--- config.mk ---
export PLATFORM = sky130hd
export DESIGN_NAME = wsp_screen
export DESIGN_NICKNAME = d
export VERILOG_FILES = /design/src/hw/rtl/wsp_pkg.sv /design/src/hw/rtl/wsp_screen.sv
export SDC_FILE = /design/constraint.sdc
export NUM_CORES = 2
export LEC_CHECK = 0
export BUFFER_PORTS_ARGS = -buffer_cell sky130_fd_sc_hd__buf_2
export CORE_MARGIN = 3
export CORE_UTILIZATION = 50
export DETAILED_ROUTE_END_ITERATION = 7
export PLACE_DENSITY = 0.66
export RECOVER_POWER = 25
export SYNTH_ARGS = -nofsm -noshare
export SYNTH_HDL_FRONTEND = slang
export SYNTH_SLANG_ARGS = --single-unit
export TNS_END_PERCENT = 100
--- constraint.sdc ---
create_clock -name clk -period 3.7 [get_ports clk]
set_input_delay 0.74 -clock clk [delete_from_list [all_inputs] [get_ports clk]]
set_output_delay 0.74 -clock clk [all_outputs]
set_load 0.01 [all_outputs]
--- src/hw/rtl/wsp_pkg.sv ---
// Shared widths, register codes and the sideband type for the
// world-to-screen projection pipeline. No dependencies.
package wsp_pkg;

	localparam int COORD_W    = 32;
	localparam int CLIP_W     = 50;
	localparam int QUO_W      = 47;
	localparam int DIV_STAGES = QUO_W;
	localparam int NDC_W      = QUO_W + 1;
	localparam int DIM_W      = 14;
	localparam int CFG_W      = 64;
	localparam int CFG_IDX_W  = 3;
	localparam int FRAC_W     = 16;

	typedef enum logic [CFG_IDX_W-1:0] {
		REG_X_LO   = 3'd0,
		REG_X_HI   = 3'd1,
		REG_Y_LO   = 3'd2,
		REG_Y_HI   = 3'd3,
		REG_W_LO   = 3'd4,
		REG_W_HI   = 3'd5,
		REG_WIDTH  = 3'd6,
		REG_HEIGHT = 3'd7
	} reg_idx_t;

	typedef struct packed {
		logic valid;
		logic ok;
		logic neg_x;
		logic neg_y;
	} wsp_tag_t;

endpackage

--- src/hw/rtl/wsp_screen.sv ---
// Viewport mapping: NDC to pixel scale, saturation and visibility test.
// Depends on wsp_pkg.
module wsp_screen (
	input  logic                              clk,
	input  logic                              arst_n,
	input  logic                              en,
	input  wsp_pkg::wsp_tag_t                 tag_in,
	input  logic [wsp_pkg::NDC_W-1:0]         q_x,
	input  logic [wsp_pkg::NDC_W-1:0]         q_y,
	input  logic [wsp_pkg::DIM_W-1:0]         width,
	input  logic [wsp_pkg::DIM_W-1:0]         height,
	output logic                              out_valid,
	output logic                              projected,
	output logic signed [wsp_pkg::COORD_W-1:0] screen_x,
	output logic signed [wsp_pkg::COORD_W-1:0] screen_y,
	output logic                              visible
);
	import wsp_pkg::*;

	localparam logic signed [NDC_W:0] ONE = (NDC_W+1)'(65536);
	localparam logic signed [63:0] SMAX = 64'sd2147483647;
	localparam logic signed [63:0] SMIN = -64'sd2147483648;

	logic signed [NDC_W:0]   nx, ny;
	logic signed [63:0]      px_sa, py_sa;
	wsp_tag_t                tag_sa;
	logic signed [63:0]      hx, hy;
	logic signed [COORD_W-1:0] sx, sy;
	logic                    vis;

	always_comb begin
		nx = tag_in.neg_x ? -$signed({1'b0, q_x}) : $signed({1'b0, q_x});
		ny = tag_in.neg_y ? -$signed({1'b0, q_y}) : $signed({1'b0, q_y});
	end

	always_comb begin
		hx = px_sa >>> 1;
		hy = py_sa >>> 1;
		sx = (hx > SMAX) ? COORD_W'(SMAX) : (hx < SMIN) ? COORD_W'(SMIN) : hx[COORD_W-1:0];
		sy = (hy > SMAX) ? COORD_W'(SMAX) : (hy < SMIN) ? COORD_W'(SMIN) : hy[COORD_W-1:0];
		vis = !sx[COORD_W-1] && (sx < $signed(COORD_W'({width, 16'h0})))
			&& !sy[COORD_W-1] && (sy < $signed(COORD_W'({height, 16'h0})));
	end

	always_ff @(posedge clk or negedge arst_n) begin
		if (!arst_n) begin
			tag_sa <= '0;
			out_valid <= 1'b0;
		end else if (en) begin
			tag_sa <= tag_in;
			out_valid <= tag_sa.valid;
		end
	end

	always_ff @(posedge clk) begin
		if (en) begin
			px_sa <= 64'(nx + ONE) * 64'($signed({1'b0, width}));
			py_sa <= 64'(ONE - ny) * 64'($signed({1'b0, height}));
			projected <= tag_sa.ok;
			screen_x <= tag_sa.ok ? sx : '0;
			screen_y <= tag_sa.ok ? sy : '0;
			visible <= tag_sa.ok && vis;
		end
	end

endmodule

# After elaboration in Yosys (flattened, before gate mapping)
# Cells that the tools add are included.
# word_totals
regBits	197
mem_bits_rw	0
out_inout_bits	67
latch_bits	0
memories	0
in_bits	131
romBits	0
# op_classes
bitwise_logic	0
n_addsub	4
n_eq_ne	0
n_lt_le_gt_ge	6
n_div	0
n_mul	2
shifts	0
n_mux	6
reduce_logical	6
# ops
cell	count
50-bit by 15-bit multiplier with 64-bit output	2
32-bit two-way mux	4
63-bit by 32-bit greater-than comparator with 1-bit output, second input constant	2
63-bit by 32-bit < comparator with 1-bit output, second input constant	2
49-bit two-way mux	2
48-bit negator with 49-bit output	2
32-bit by 31-bit < comparator with 1-bit output	2
49-bit by 18-bit adder with 50-bit output, second input constant	1
18-bit by 49-bit subtractor with 50-bit output, first input constant	1
1-bit logical AND	4
1-bit logical NOT	2

# Logic depth before layout (Yosys ltp)
# depth
ltp_word	8
ltp_mapped	43

# Least setup slack after synthesis
# OpenSTA, ideal clock, no wires.
# synth_timing
path_kind	input to register
from	input q_y[0] (netlist name)
to	register py_sa[63] (data pin)
arrival_ps	10615
stages	39
setup_slack_ps	-7175
setup_ps	260
cell_sequence	clkbuf_1 > inv_1 > clkbuf_1 > ha_1 > or4b_4 > or2_2 > clkbuf_1 > o31ai_1 > xor2_1 > nand4b_1 > nor3_4 > nand3_1 > o21ai_0 > o21ai_0 > or3_1 > clkbuf_1 > and2_1 > fa_1 > [... 3 more ...] > fa_1 > fa_1 > fa_1 > inv_1 > fa_1 > inv_1 > ha_1 > clkbuf_1 > a21oi_1 > o21ai_0 > a311o_1 > a2111o_1 > o21ba_2 > a311o_1 > a41o_1 > a221o_1 > a21oi_1 > xnor2_1
# synth_via
elab_chain_cells	4
# synth_rtl
item	line_no	rtl
start, declared	wsp_screen.sv:9	input logic [wsp_pkg::NDC_W-1:0] q_y,
48-bit negator with 49-bit output	wsp_screen.sv:33	ny = tag_in.neg_y ? -$signed({1'b0, q_y}) : $signed({1'b0, q_y});
49-bit two-way mux (*)	wsp_screen.sv:33	
18-bit by 49-bit subtractor with 50-bit output (*)	wsp_screen.sv:58	py_sa <= 64'(ONE - ny) * 64'($signed({1'b0, height}));
50-bit by 15-bit multiplier with 64-bit output (*)	wsp_screen.sv:58	
end signal, assigned	wsp_screen.sv:58	
end, declared	wsp_screen.sv:25	logic signed [63:0] px_sa, py_sa;
# Every way passes the cells marked *; elsewhere a longest branch is shown, timed or not.
# A chain may end at the register's enable or synchronous reset.

# Final worst setup path
# layout_timing
from	input q_y[1] (netlist name)
to	register py_sa[63] (data pin)
# Same word-level chain as after synthesis.

==> run metrics <==
R2R cell count 10; via count 49425; Syn Nets 8106; GR Util All Layers approximately 28%; Final #Nets 9439; io pins roughly 200; register bit total from synthesis 195; Die X approximately 350 um; post-DR vias/cell 5.32; # rows 124; FMAX 105 MHz; max_slew headroom -50.3%; Syn Inst Count 6421; kind of start point of the critical path primary input; Top FF cell, synth edfxtp_1; Max Root-Sink Buffers 2; final setup fails 120; clock sinks 195; number of synthesized flops with an enable pin 192; CP Class in -> reg; largest net degree at the start of global routing 85; status finished with violations; post-synthesis sequential area ratio about 10%; Final Hold Slack 0.0965 ns; Critical Path Most Common Cell fa_1; vias in the first global route 52859; initial antenna violation count 2; Mapped Area 58000 um2; WP data required approximately 4 ns; clk_lat worst skew 0.46 ns; post-cts hold buffer count 0; Clock Skews 0.0133 ns; commonest non-fill, non-tap cell in the layout buf_4; placed instance area 70400 um2; number of buffers created by CTS 17; Core ar. 115000 um2; # port buffers 197; Worst-Margin Slew 2.25 ns; DP HPWL 140 mm; antenna-violating nets left 0; Initial DRT Pass Iterations 5; crit path max-delay cell type fa_2; Crit path largest cell delay 0.59 ns; first-pass GRT wire length about 270 mm; max-slew violations 150; layout cells sized above 1 between 30% and 40%; synthesized area per cell 9.03 um2; synthesis warning total 0; # fillers 8994; Cell variety after synth 94; H-tree depth 4; Die Ht 347 um; die footprint 120000 um2; RSZ-0062 raised after global routing true; CTS Root Cell clkbuf_16; violated checks max-capacitance violations, max-slew violations, negative setup slack; setup ws final -5.82 ns; WP data arrival roughly 10 ns; drt total wl 170 mm; final instance area 76500 um2; Initial Util 50.6%; worst min path class in -> async; Async SR Flop Fraction ~1.5%; Area Growth Syn to Fin 32.0%; Max Cap Viol 2; CTS tree yes; Final GP Congestion 0.929; Clock transition at path regs about 0.07 ns; endpoints failing hold 0; DRC Markers 0; min Tclk post-route between 9 and 10 ns; most frequent cells in the layout buf_4, fa_1, inv_1; DR WL/cell 18.3 um; grt ovf 0; Final period util 257%; worst slack at placement -6.49 ns; CP Capture Type flop; DRT iter0 DRCs around 3000; Critical Path Fanout Max 8
-- synth_stat cells (all sizes together), types with 9 or more instances --
cell type / number / area share, %
nand3: 58 / 0.50
clkbuf: 285 / 1.8
o21ai: 121 / 1.1
or2: 13 / 0.14
nor4: 43 / 0.54
and2: 469 / 5.1
nand2: 840 / 5.5
ha: 310 / 6.7
or3: 14 / 0.15
edfxtp: 192 / 9.9
a21o: 90 / 1.2
a211oi: 14 / 0.19
nor2: 404 / 2.6
o21bai: 23 / 0.30
a21oi: 145 / 1.3
o21a: 18 / 0.23
and3: 33 / 0.36
o41ai: 16 / 0.24
o31ai: 36 / 0.47
xor2: 122 / 1.8
a21boi: 41 / 0.53
fa: 1244 / 43
nor2b: 33 / 0.36
xnor2: 193 / 3.0
buf: 22 / 0.22
a31oi: 36 / 0.39
o211ai: 9 / 0.12
or4: 21 / 0.28
inv: 1254 / 8.1
nand2b: 58 / 0.63
nor3: 64 / 0.61
nand4: 69 / 0.74
-- final cells by class --
class,instances,area (um2),share of cell area [%]
clock inverters,15,189,0.247
inverters,1262,4770,6.23
well taps,1512,1890,2.47
multi-input cells,4657,50700,66.2
clock buffers,17,425,0.556
flip-flops and latches,195,5840,7.63
repair buffers,1621,12700,16.6
diodes,3,7.51,0.00981
-- metrics by stage --
step | utilization [%] | cells | TNS (ns)
2_1_floorplan | - | 6421 | -556.62
3_3_place_gp | 61.4 | 9065 | -600.85
3_5_place_dp | 61.4 | 9065 | -611.27
4_1_cts | 64.6 | 9193 | -523.46
5_1_grt | 66.8 | 9280 | -564.10
6_report | 66.8 | 9282 | -536.54
-- worst max-delay path, delay by kind of cell --
kind                       cells  cell delay, ns
AOI/OAI and AO/OA             11            2.54
buffers and inverters          6            0.82
xor gates and xnor gates       2            0.29
and+or+nand+nor                7            1.81
adders and majority gates      8            3.50
-- sequential cells by signal (all words and copies together) (netlist names) --
signal,count
out_valid,1
projected,1
px_sa,63
py_sa,63
screen_x,32
screen_y,32
tag_sa,2
visible,1
-- repair_timing --
action / in CTS / in global routing
gates cloned: 1 / 0
buffers inserted: 104 / 107
gates resized for setup: 507 / 391
endpoints found under the setup margin: 120 / 120
pin swaps: 309 / 312
-- cells by family (layout without fill, tap and decap cells) --
logic type | count (synthesis) | in the layout | synth area share [%]
buffers and inverters | 1569 | 2915 | 10.2
XOR/XNOR | 315 | 315 | 4.81
other | 0 | 3 | 0
AND/OR/NAND/NOR | 2153 | 2153 | 17.9
multiplexers | 10 | 10 | 0.185
AO/OA/AOI/OAI | 625 | 625 | 7.15
flip-flops | 195 | 195 | 10.1
adder cells (fa/ha/maj) | 1554 | 1554 | 49.6
-- routing by layer --
layer  up-vias  share of wire, %  wire length [um]  global-route usage [%]
met4         2               2.9              4860                    7.60
met5         -            0.0035                 6                       0
li1      22369                 -                 -                       -
met3       310               6.2             10500                    4.28
met1     25261                41             69000                    37.6
met2      1483                50             85200                    48.7
-- worst paths after layout --
kind,startpoint,end,slack (ns)
worst max-delay path,q_y[1],py_sa[63],-5.82
max in group asynchronous,arst_n,tag_sa[2],3.41
worst min-delay path,arst_n,out_valid,0.1
min in group clk,tag_sa[3],out_valid,0.51
worst max register to register,py_sa[33],visible,0.36
worst min register to register,tag_sa[3],out_valid,0.51
Power is left out: the tool's default activity adds up to more than one toggle a clock period on the data nets, which glitch-free logic cannot reach.
